--- src/rtl/core/psu_pkg.sv ---
// Package: shared constants for the supply list sequencer.
package psu_pkg;

  localparam int LIST_DEPTH_DEF = 256;
  localparam int LEVEL_BITS_DEF = 16;
  localparam int DWELL_BITS_DEF = 40;

  localparam logic [2:0] MODE_LOAD  = 3'd0;
  localparam logic [2:0] MODE_START = 3'd1;
  localparam logic [2:0] MODE_TICK  = 3'd2;
  localparam logic [2:0] MODE_ABORT = 3'd3;
  localparam logic [2:0] MODE_CHECK = 3'd4;

  localparam logic [1:0] SEL_DWELL   = 2'd0;
  localparam logic [1:0] SEL_VOLTAGE = 2'd1;
  localparam logic [1:0] SEL_CURRENT = 2'd2;

  localparam logic [3:0] ST_NONE     = 4'd0;
  localparam logic [3:0] ST_OK       = 4'd1;
  localparam logic [3:0] ST_APPLIED  = 4'd2;
  localparam logic [3:0] ST_FINISHED = 4'd3;
  localparam logic [3:0] ST_VLIM     = 4'd4;
  localparam logic [3:0] ST_ILIM     = 4'd5;
  localparam logic [3:0] ST_PLIM     = 4'd6;
  localparam logic [3:0] ST_TRIP     = 4'd7;
  localparam logic [3:0] ST_EMPTY    = 4'd8;

  localparam logic [2:0] REG_VLIM  = 3'd0;
  localparam logic [2:0] REG_ILIM  = 3'd1;
  localparam logic [2:0] REG_PLIM  = 3'd2;
  localparam logic [2:0] REG_RPT   = 3'd3;
  localparam logic [2:0] REG_DLEN  = 3'd4;
  localparam logic [2:0] REG_VLEN  = 3'd5;
  localparam logic [2:0] REG_CLEN  = 3'd6;

endpackage

--- src/rtl/core/psu_modidx.sv ---
// Sequential modulo unit: reduces an index by a list length, one quotient bit a cycle.
module psu_modidx import psu_pkg::*; #(
  parameter int IW = 12
) (
  input  logic          clk,
  input  logic          rst,
  input  logic          go,
  input  logic [IW-1:0] num,
  input  logic [IW-1:0] den,
  output logic          done,
  output logic [IW-1:0] rem
);
  localparam int CW = $clog2(IW + 1);

  logic [IW:0]   acc;
  logic [IW-1:0] quo;
  logic [CW-1:0] cnt;
  logic          busy;
  logic [IW:0]   trial;

  assign trial = {acc[IW-1:0], quo[IW-1]};

  // Restoring division, remainder only kept
  always_ff @(posedge clk) begin
    if (rst) begin
      busy <= 1'b0;
      done <= 1'b0;
    end else begin
      done <= 1'b0;
      if (go) begin
        busy <= 1'b1;
        acc  <= '0;
        quo  <= num;
        cnt  <= CW'(IW);
      end else if (busy) begin
        quo <= {quo[IW-2:0], 1'b0};
        if (trial >= {1'b0, den}) acc <= trial - {1'b0, den};
        else acc <= trial;
        cnt <= cnt - 1'b1;
        if (cnt == CW'(1)) begin
          busy <= 1'b0;
          done <= 1'b1;
        end
      end
    end
  end

  assign rem = acc[IW-1:0];
endmodule

--- config.mk ---
export PLATFORM = sky130hd
export DESIGN_NAME = psu_modidx
export DESIGN_NICKNAME = d
export VERILOG_FILES = /design/src/rtl/core/psu_pkg.sv /design/src/rtl/core/psu_modidx.sv
export SDC_FILE = /design/constraint.sdc
export NUM_CORES = 1
export LEC_CHECK = 0
export ABC_AREA = 1
export BUFFER_PORTS_ARGS = -buffer_cell sky130_fd_sc_hd__buf_2
export CAP_MARGIN = 20
export CORE_MARGIN = 2
export CORE_UTILIZATION = 30
export DETAILED_ROUTE_END_ITERATION = 8
export GPL_TIMING_DRIVEN = 1
export PLACE_DENSITY = 0.57
export SYNTH_ARGS = -nofsm -noshare
export SYNTH_HDL_FRONTEND = slang
export SYNTH_SLANG_ARGS = --single-unit
--- constraint.sdc ---
create_clock -name clk -period 8 [get_ports clk]
set_clock_uncertainty 0.1 [all_clocks]
set_input_delay 1.6 -clock clk [delete_from_list [all_inputs] [get_ports clk]]
set_output_delay 1.6 -clock clk [all_outputs]
set_load 0.01 [all_outputs]
==> flow_summary.json, run 1 <==
{
  "layout_setup_ws_ns": 4.56,
  "critPathCapture": "acc[3]$_SDFFCE_PP0P_",
  "required_ns": 7.87,
  "dieHeight_um": 90.3,
  "synthFlopType": "edfxtp_1",
  "use_met3_pct": 3.01,
  "status": "finished clean",
  "detail-route-antenna-nets": 0,
  "synth.largest_area_cell": "edfxtp_1",
  "grtUsageMet2_pct": 19.8,
  "via_count": 1878,
  "maxSlewHeadroom_pct": 52.6,
  "post_cts_buffers": 0,
  "setup_viol": 0,
  "viasPerCell": 4.30,
  "final.period_utilization_pct": 43.0,
  "syn_to_final_growth_pct": 16.3,
  "yosysWarnings": 0,
  "cp-start-kind": "input port",
  "htree_levels": 2,
  "cts_tree": "done",
  "syn_inst": 296,
  "drc": 0,
  "endpoint_kind": "flip-flop",
  "vdd_drop_max_uv": 101,
  "grt_pass1_wl_um": 7960,
  "ys_ff_latch": 30,
  "drtPass1Iterations": 4,
  "yosysSeqAreaShare_pct": 39.5,
  "cellPowerDensity_nw_per_um2": 170,
  "cp_max_fo": 24,
  "dp_hpwl_um": 3770,
  "async_reset_ff_share_pct": 0,
  "reg2reg_to": "acc[11]$_SDFFCE_PP0P_",
  "grt_util_all_layers_pct": 12.0,
  "die_w_um": 90.3,
  "cp.arrival_ns": 3.31,
  "min_path_cells": 2,
  "grt_max_degree": 25,
  "crit_type": "in2reg",
  "hold_violations": 0,
  "start_util_pct": 30.9,
  "drv_slew": 0,
  "placedCellCount": 430,
  "numCtsBuffers": 5,
  "n_antenna_cell": 0,
  "syn-num-nets": 338,
  "instances_no_fill": 437,
  "nNetsFinal": 380,
  "clockBufferDepth": 2,
  "power_leakage_uw": 0.00134,
  "synthTopCellsByCount": "nand2_1 (114), inv_1 (45), edfxtp_1 (28)",
  "drv_cap": 0,
  "grt_overflow": 0,
  "rr_startpoint": "acc[7]$_SDFFCE_PP0P_",
  "rsz0062_at_grt": "false",
  "grt_busiest_layer": "met2",
  "clk_pin_slew_ns": 0.06,
  "hold_buffers": 0,
  "crit_start": "go",
  "grt_pass1_vias": 1789,
  "wirelength_um": 4760,
  "hold_class": "reg2reg",
  "dieArea_um2": 8150,
  "synth_edf_count": 28,
  "clk_latency_ns": 0.27,
  "numPortBuffers": 39,
  "syn-mean-instance-area_um2": 7.54,
  "yosysMostFrequentCell": "nand2_1",
  "max_freq_mhz": 291,
  "synth_cell_type_count": 28,
  "fin_setup_tns_ns": 0,
  "dpl_worst_slack_ns": 4.21,
  "first_iter_violations": 98,
  "fin_crit_ns": 3.44,
  "met1_usage_pct": 15.1,
  "synth_area_um2": 2230,
  "cts_root_buf": "clkbuf_8",
  "synth.top_cell.area_share_pct": 37.7,
  "post_drt_wl_per_cell_um": 10.9,
  "antenna_found_initial": 0,
  "post_cts_resized": 0,
  "worst_pin_slew_ns": 0.710,
  "post-route-util_pct": 36.0,
  "regToRegSetupSlack_ns": 5.74,
  "io_pins": 40,
  "drive_gt1_share_pct": 21.9,
  "fp-row-count": 31,
  "cts.sink_count": 30,
  "synth_area_leaders": "edfxtp_1 (38%), nand2_1 (19%), ha_1 (7.8%), inv_1 (7.6%), nor2_1 (4.2%)",
  "fill_cells": 811,
  "gp_congestion": 0.860,
  "core_um2": 7210,
  "r2r_cells": 8
}
## worst min-delay path by stage
| stage | slack [ns] | endpoint | start |
|---|---|---|---|
| 6_report | 0.38 | done$_SDFF_PP0_ | busy$_SDFF_PP0_ |
| 5_1_grt | 0.41 | done$_SDFF_PP0_ | busy$_SDFF_PP0_ |
| 4_1_cts | 0.38 | done$_SDFF_PP0_ | busy$_SDFF_PP0_ |
| 3_5_place_dp | 0.36 | done$_SDFF_PP0_ | busy$_SDFF_PP0_ |
| 3_3_place_gp | 0.36 | done$_SDFF_PP0_ | busy$_SDFF_PP0_ |
| 2_1_floorplan | 0.32 | done$_SDFF_PP0_ | busy$_SDFF_PP0_ |
## cell usage in the layout, fill, tap and decap left out
master and count:
nand2_1 114, inv_1 45, buf_2 39, edfxtp_1 28, nor2_1 25, ha_1 14, nor2_2 11, nand3_1 10
nand4_1 6, a21oi_1 5, clkbuf_8 5, nand2_2 4, inv_2 4, nand3b_1 4, xnor2_1 4, nor3_2 2
nand3_2 2, nor2_4 2, o21ai_0 2, dfxtp_1 2, clkbuf_1 2, a21oi_2 1, a21oi_4 1, nand2_4 1
nand3_4 1, nor4_1 1, o21a_1 1, fa_1 1, buf_4 1
## layout make-up
| class | count | area [um2] | share of cell area [%] |
|---|---|---|---|
| Clock buffer | 7 | 76.3 | 2.94 |
| Inverter | 49 | 184 | 7.08 |
| Multi-Input combinational cell | 212 | 1130 | 43.5 |
| Sequential cell | 30 | 881 | 33.9 |
| Tap cell | 99 | 124 | 4.77 |
| Timing Repair Buffer | 40 | 203 | 7.81 |
## worst max-delay path, cell delays in order
cell and delay (ns):
buf_2 0.28, inv_1 0.40, a21oi_2 0.65, buf_4 0.37
## where the power goes
group	switching, uW	total, uW	internal, uW
registers	8.10	196	188
logic	85.1	136	50.7
clock network	50.5	110	59.7
## routing by layer
metal / up-vias / wire length (um)
met3: 10 / 242
li1: 1007 / -
met5: - / 0
met2: 39 / 2130
met1: 822 / 2290
met4: 0 / 85
## state kept, by name (all words and copies together), names as in the netlist
name  count
acc      12
quo      12
cnt       4
busy      1
done      1
## metrics by stage
| stage | hold WS (ns) | total power (uW) | instance area (um2) |
|---|---|---|---|
| after floorplan | 0.321 | 304 | 2230 |
| after global placement | 0.360 | 336 | 2520 |
| after detailed placement | 0.361 | 337 | 2520 |
| after CTS | 0.378 | 449 | 2600 |
| after global routing | 0.413 | 474 | 2600 |
| final | 0.379 | 442 | 2600 |
## logic make-up (layout without fill, tap and decap cells)
group / Yosys count / after routing / share of synthesized area (%)
AND/OR/NAND/NOR: 183 / 183 / 37.2
buffers and inverters: 54 / 96 / 10.1
flip-flops: 30 / 30 / 39.5
adder cells (fa/ha/maj): 15 / 15 / 8.74
AO/OA/AOI/OAI: 10 / 10 / 2.86
XOR/XNOR: 4 / 4 / 1.57
No activity file was read; power rests on OpenSTA's default activity.
==> inputs of run 2 (changes only) <==
==> constraint.sdc (replaced) <==
create_clock -name clk -period 3.5 [get_ports clk]
set_clock_uncertainty 0.1 [all_clocks]
set_input_delay 0.7 -clock clk [delete_from_list [all_inputs] [get_ports clk]]
set_output_delay 0.7 -clock clk [all_outputs]
set_load 0.01 [all_outputs]
==> flow_summary.json, run 2 (synthesized netlist as in run 1, its figures left out) <==
{
  "status": "finished clean",
  "maxSlewHeadroom_pct": 52.1,
  "final_common_cell": "nand2_1",
  "first_iter_violations": 96,
  "grt_max_degree": 25,
  "clk_latency_ns": 0.27,
  "grt_pass1_vias": 1858,
  "wirelength_um": 4820,
  "setup_viol": 0,
  "hold_violations": 0,
  "use_met3_pct": 2.42,
  "dieHeight_um": 90.3,
  "required_ns": 3.38,
  "clockBufferDepth": 2,
  "htree_levels": 2,
  "cts.sink_count": 30,
  "detail-route-antenna-nets": 0,
  "start_util_pct": 30.9,
  "gp_congestion": 0.848,
  "post_cts_resized": 0,
  "crit_path_cell_trace": "buf_2, inv_1, a21oi_2, buf_12",
  "placedCellCount": 430,
  "post_drt_wl_per_cell_um": 11.1,
  "final_cell_mix": "nand2_1 (114), inv_1 (45), buf_2 (39), edfxtp_1 (28), nor2_1 (25)",
  "final.period_utilization_pct": 68.2,
  "power_leakage_uw": 0.00134,
  "instances_no_fill": 436,
  "grt_util_all_layers_pct": 11.9,
  "hold_class": "reg2reg",
  "crit_type": "in2reg",
  "cellPowerDensity_nw_per_um2": 387,
  "fill_cells": 805,
  "vdd_drop_max_uv": 239,
  "die_w_um": 90.3,
  "drc": 0,
  "viasPerCell": 4.31,
  "worst-path-buf-inv": 3,
  "cp-start-kind": "input port",
  "io_pins": 40,
  "crit_slowest_cell": "a21oi_2",
  "clk_pin_slew_ns": 0.06,
  "numPortBuffers": 39,
  "dieArea_um2": 8150,
  "via_count": 1877,
  "drive_gt1_share_pct": 22.0,
  "core_um2": 7210,
  "grt_busiest_layer": "met2",
  "cp.arrival_ns": 2.27,
  "antenna_found_initial": 0,
  "post_cts_buffers": 0,
  "fin_setup_tns_ns": 0,
  "rsz0062_at_grt": "false",
  "dp_hpwl_um": 3820,
  "grt_overflow": 0,
  "grtUsageMet2_pct": 21.0,
  "worst_pin_slew_ns": 0.718,
  "critPathMaxStageDelay_ns": 0.62,
  "nNetsFinal": 380,
  "syn_to_final_growth_pct": 16.7,
  "drv_slew": 0,
  "cp_max_fo": 24,
  "grt_pass1_wl_um": 8020,
  "cts_tree": "done",
  "fin_crit_ns": 2.39,
  "fp-row-count": 31,
  "crit_family": "buffers and inverters",
  "endpoint_kind": "flip-flop",
  "n_antenna_cell": 0,
  "met1_usage_pct": 14.6,
  "numCtsBuffers": 5,
  "drtPass1Iterations": 4,
  "hold_buffers": 0,
  "reg_top3": "acc x12, quo x12, cnt x4",
  "cts_root_buf": "clkbuf_8",
  "drv_cap": 0,
  "max_freq_mhz": 419
}
-- run 2: worst register-to-register path, cell delays in order (launching register included) --
cell,delay [ns]
edfxtp_1,0.44
ha_1,0.42
nand2_1,0.13
nor2_1,0.18
nand3_2,0.16
nand3_4,0.27
inv_1,0.12
nor2_1,0.12
nor2_1,0.05
-- run 2: final cells by class --
class / instances / area, um2 / share of cell area, %
Multi-Input combinational cell: 212 / 1130 / 43.3
Sequential cell: 30 / 881 / 33.8
Timing Repair Buffer: 40 / 215 / 8.26
Inverter: 49 / 184 / 7.06
Tap cell: 99 / 124 / 4.76
Clock buffer: 5 / 68.8 / 2.64
Clock inverter: 1 / 3.75 / 0.144
-- run 2: metal layers --
metal	vias up	part of all wire (%)	routed length (um)
li1	1003	-	-
met1	824	48	2320
met2	43	45	2170
met3	7	4.9	236
met4	0	1.8	87
met5	-	0	0
-- run 2: report_power, final --
| group | internal, uW | switching, uW |
|---|---|---|
| Combinational | 118 | 198 |
| Sequential | 430 | 19.3 |
| Clock | 129 | 114 |
-- run 2: through the flow --
step / hold WS, ns / cell area [um2] / power [uW] / util, % / worst slack (ns)
floorplan: 0.321 / 2230 / 694 / - / 0.427
global placement: 0.374 / 2530 / 771 / 35.1 / 0.892
detailed placement: 0.365 / 2530 / 773 / 35.1 / 0.820
CTS: 0.373 / 2610 / 1020 / 36.1 / 1.12
global route: 0.389 / 2610 / 1080 / 36.1 / 0.992
finish: 0.369 / 2610 / 1010 / 36.1 / 1.11
-- run 2: worst paths after layout --
check                  startpoint                   end  slack (ns)  cells after the start
max                            go      quo[9]$_DFFE_PP_        1.11                      4
min               busy$_SDFF_PP0_       done$_SDFF_PP0_        0.37                      2
max reg2reg  acc[6]$_SDFFCE_PP0P_  acc[9]$_SDFFCE_PP0P_        1.27                      8
min reg2reg       busy$_SDFF_PP0_       done$_SDFF_PP0_        0.37                      2
==> inputs of run 3 (changes only) <==
--- a/config.mk
+++ b/config.mk
@@ -12,7 +12,7 @@
 export CORE_UTILIZATION = 30
 export DETAILED_ROUTE_END_ITERATION = 8
 export GPL_TIMING_DRIVEN = 1
-export PLACE_DENSITY = 0.57
+export PLACE_DENSITY = 0.59
 export SYNTH_ARGS = -nofsm -noshare
 export SYNTH_HDL_FRONTEND = slang
 export SYNTH_SLANG_ARGS = --single-unit
==> constraint.sdc (replaced) <==
create_clock -name clk -period 2.1 [get_ports clk]
set_clock_uncertainty 0.1 [all_clocks]
set_input_delay 0.42 -clock clk [delete_from_list [all_inputs] [get_ports clk]]
set_output_delay 0.42 -clock clk [all_outputs]
set_load 0.01 [all_outputs]
==> flow_summary.json, run 3 (synthesized netlist as in run 1, its figures left out) <==
{
  "reg_top3": "acc x12, quo x12, cnt x4",
  "fin_setup_tns_ns": 0,
  "status": "finished clean",
  "grt_overflow": 0,
  "worst_pin_slew_ns": 0.306,
  "crit_slowest_cell": "edfxtp_1",
  "maxSlewHeadroom_pct": 79.5,
  "vdd_drop_max_uv": 415,
  "first_iter_violations": 76,
  "required_ns": 2.04,
  "n_antenna_cell": 0,
  "cellPowerDensity_nw_per_um2": 661,
  "hold_class": "in2reg",
  "io_pins": 40,
  "regToRegSetupSlack_ns": 0.11,
  "final.period_utilization_pct": 94.6,
  "drtPass1Iterations": 4,
  "cp_common_cell": "nand2_1",
  "clockBufferDepth": 2,
  "reg2reg_to": "acc[2]$_SDFFCE_PP0P_",
  "postPlaceCellArea_um2": 2760,
  "grt_pass1_wl_um": 8960,
  "r2r_cells": 9,
  "grt_util_all_layers_pct": 13.3,
  "syn_to_final_growth_pct": 36.0,
  "cp.arrival_ns": 1.92,
  "endpoint_kind": "flip-flop",
  "fill_cells": 773,
  "die_w_um": 90.3,
  "drv_slew": 0,
  "final_cell_mix": "nand2_1 (112), inv_1 (45), buf_2 (39), buf_4 (30), edfxtp_1 (28)",
  "start_util_pct": 30.9,
  "hold_violations": 0,
  "via_count": 2024,
  "detail-route-antenna-nets": 0,
  "drv_cap": 0,
  "dpl_worst_slack_ns": -0.0351,
  "grt_pass1_vias": 2062,
  "viasPerCell": 4.31,
  "wirelength_um": 5020,
  "setup_viol": 0,
  "hold_buffers": 0,
  "final_common_cell": "nand2_1",
  "power_leakage_uw": 0.00152,
  "clk_latency_ns": 0.28,
  "crit_start": "acc[10]$_SDFFCE_PP0P_",
  "post_drt_wl_per_cell_um": 10.7,
  "rr_startpoint": "acc[10]$_SDFFCE_PP0P_",
  "dieHeight_um": 90.3,
  "drive_gt1_share_pct": 33.7,
  "post-route-util_pct": 42.1,
  "clk_pin_slew_ns": 0.07,
  "numCtsBuffers": 5,
  "htree_levels": 2,
  "cts.sink_count": 30,
  "fin_hold_ws_ns": 0.254,
  "numPortBuffers": 39,
  "drc": 0,
  "grt_max_degree": 25,
  "max_freq_mhz": 504,
  "critPathCapture": "acc[2]$_SDFFCE_PP0P_",
  "crit_type": "reg2reg",
  "core_um2": 7210,
  "fin_crit_ns": 1.99,
  "cp_max_fo": 10,
  "cts_root_buf": "clkbuf_8",
  "critPathMaxStageDelay_ns": 0.42,
  "nNetsFinal": 412,
  "fin_area_um2": 3040,
  "crit_path_cell_trace": "ha_2, inv_2, nor3_2, a21oi_4, nand3_4, buf_12, nand2_1, nand2_1, nor2_1",
  "dieArea_um2": 8150,
  "cp-start-kind": "flip-flop",
  "fp-row-count": 31,
  "dp_hpwl_um": 3950,
  "layout_setup_ws_ns": 0.114,
  "antenna_found_initial": 0,
  "cts_tree": "done",
  "gp_congestion": 0.827
}
run 3: cell count changes in the layout (fill, tap and decap cells not counted), moves of 3 or more:
cell / before / now
ha_4: 0 / 7
nand3_1: 10 / 7
nand3_2: 2 / 5
ha_1: 14 / 5
buf_4: 0 / 30
run 3: how the worst min path moves through the flow:
| stage | slack, ns | end | startpoint | depth (start not counted) |
|---|---|---|---|---|
| 2_1_floorplan | 0.38 | done$_SDFF_PP0_ | busy$_SDFF_PP0_ | 2 |
| 3_3_place_gp | 0.40 | quo[9]$_DFFE_PP_ | quo[8]$_DFFE_PP_ | 2 |
| 3_5_place_dp | 0.40 | quo[5]$_DFFE_PP_ | quo[4]$_DFFE_PP_ | 2 |
| 4_1_cts | 0.25 | done$_SDFF_PP0_ | rst | 2 |
| 5_1_grt | 0.25 | done$_SDFF_PP0_ | rst | 2 |
| 6_report | 0.25 | done$_SDFF_PP0_ | rst | 2 |
run 3: critical path: cells and delay by family, from the launching register on:
kind | cells | cell delay [ns]
AOI/OAI and AO/OA | 1 | 0.11
adders and majority gates | 1 | 0.41
buffers and inverters | 2 | 0.19
DFF | 1 | 0.42
and+or+nand+nor | 5 | 0.51
run 3: repair_timing:
| item | in CTS | in global routing |
|---|---|---|
| setup buffers | 0 | 6 |
| gates resized for setup | 0 | 17 |
| setup endpoints to repair | 0 | 12 |
run 3: power by group:
| part | switching (uW) | total [uW] | internal (uW) |
|---|---|---|---|
| logic | 360 | 677 | 316 |
| clock network | 230 | 583 | 354 |
| registers | 30.7 | 747 | 716 |
run 3: per-layer routing:
metal	vias up	share of wire, %	track usage (%)	routed length [um]
met3	7	3.6	2.75	181
met2	33	49	23.5	2480
met1	916	46	16.3	2290
met5	-	0	0	0
met4	0	1.5	4.10	73
li1	1068	-	-	-
run 3: cell type report:
cell class / count / area (um2) / share of cell area (%)
clock buffer: 6 / 72.6 / 2.39
clock inverter: 2 / 37.5 / 1.24
inverter: 49 / 184 / 6.06
multi-input combinational: 212 / 1260 / 41.4
sequential: 30 / 881 / 29.0
tap: 99 / 124 / 4.08
timing repair buffer: 72 / 480 / 15.8
run 3: stage by stage:
stage          instances  power (uW)
2_1_floorplan        296        1160
3_3_place_gp         456        1370
3_5_place_dp         456        1380
4_1_cts              464        1970
5_1_grt              470        2150
6_report             470        2010
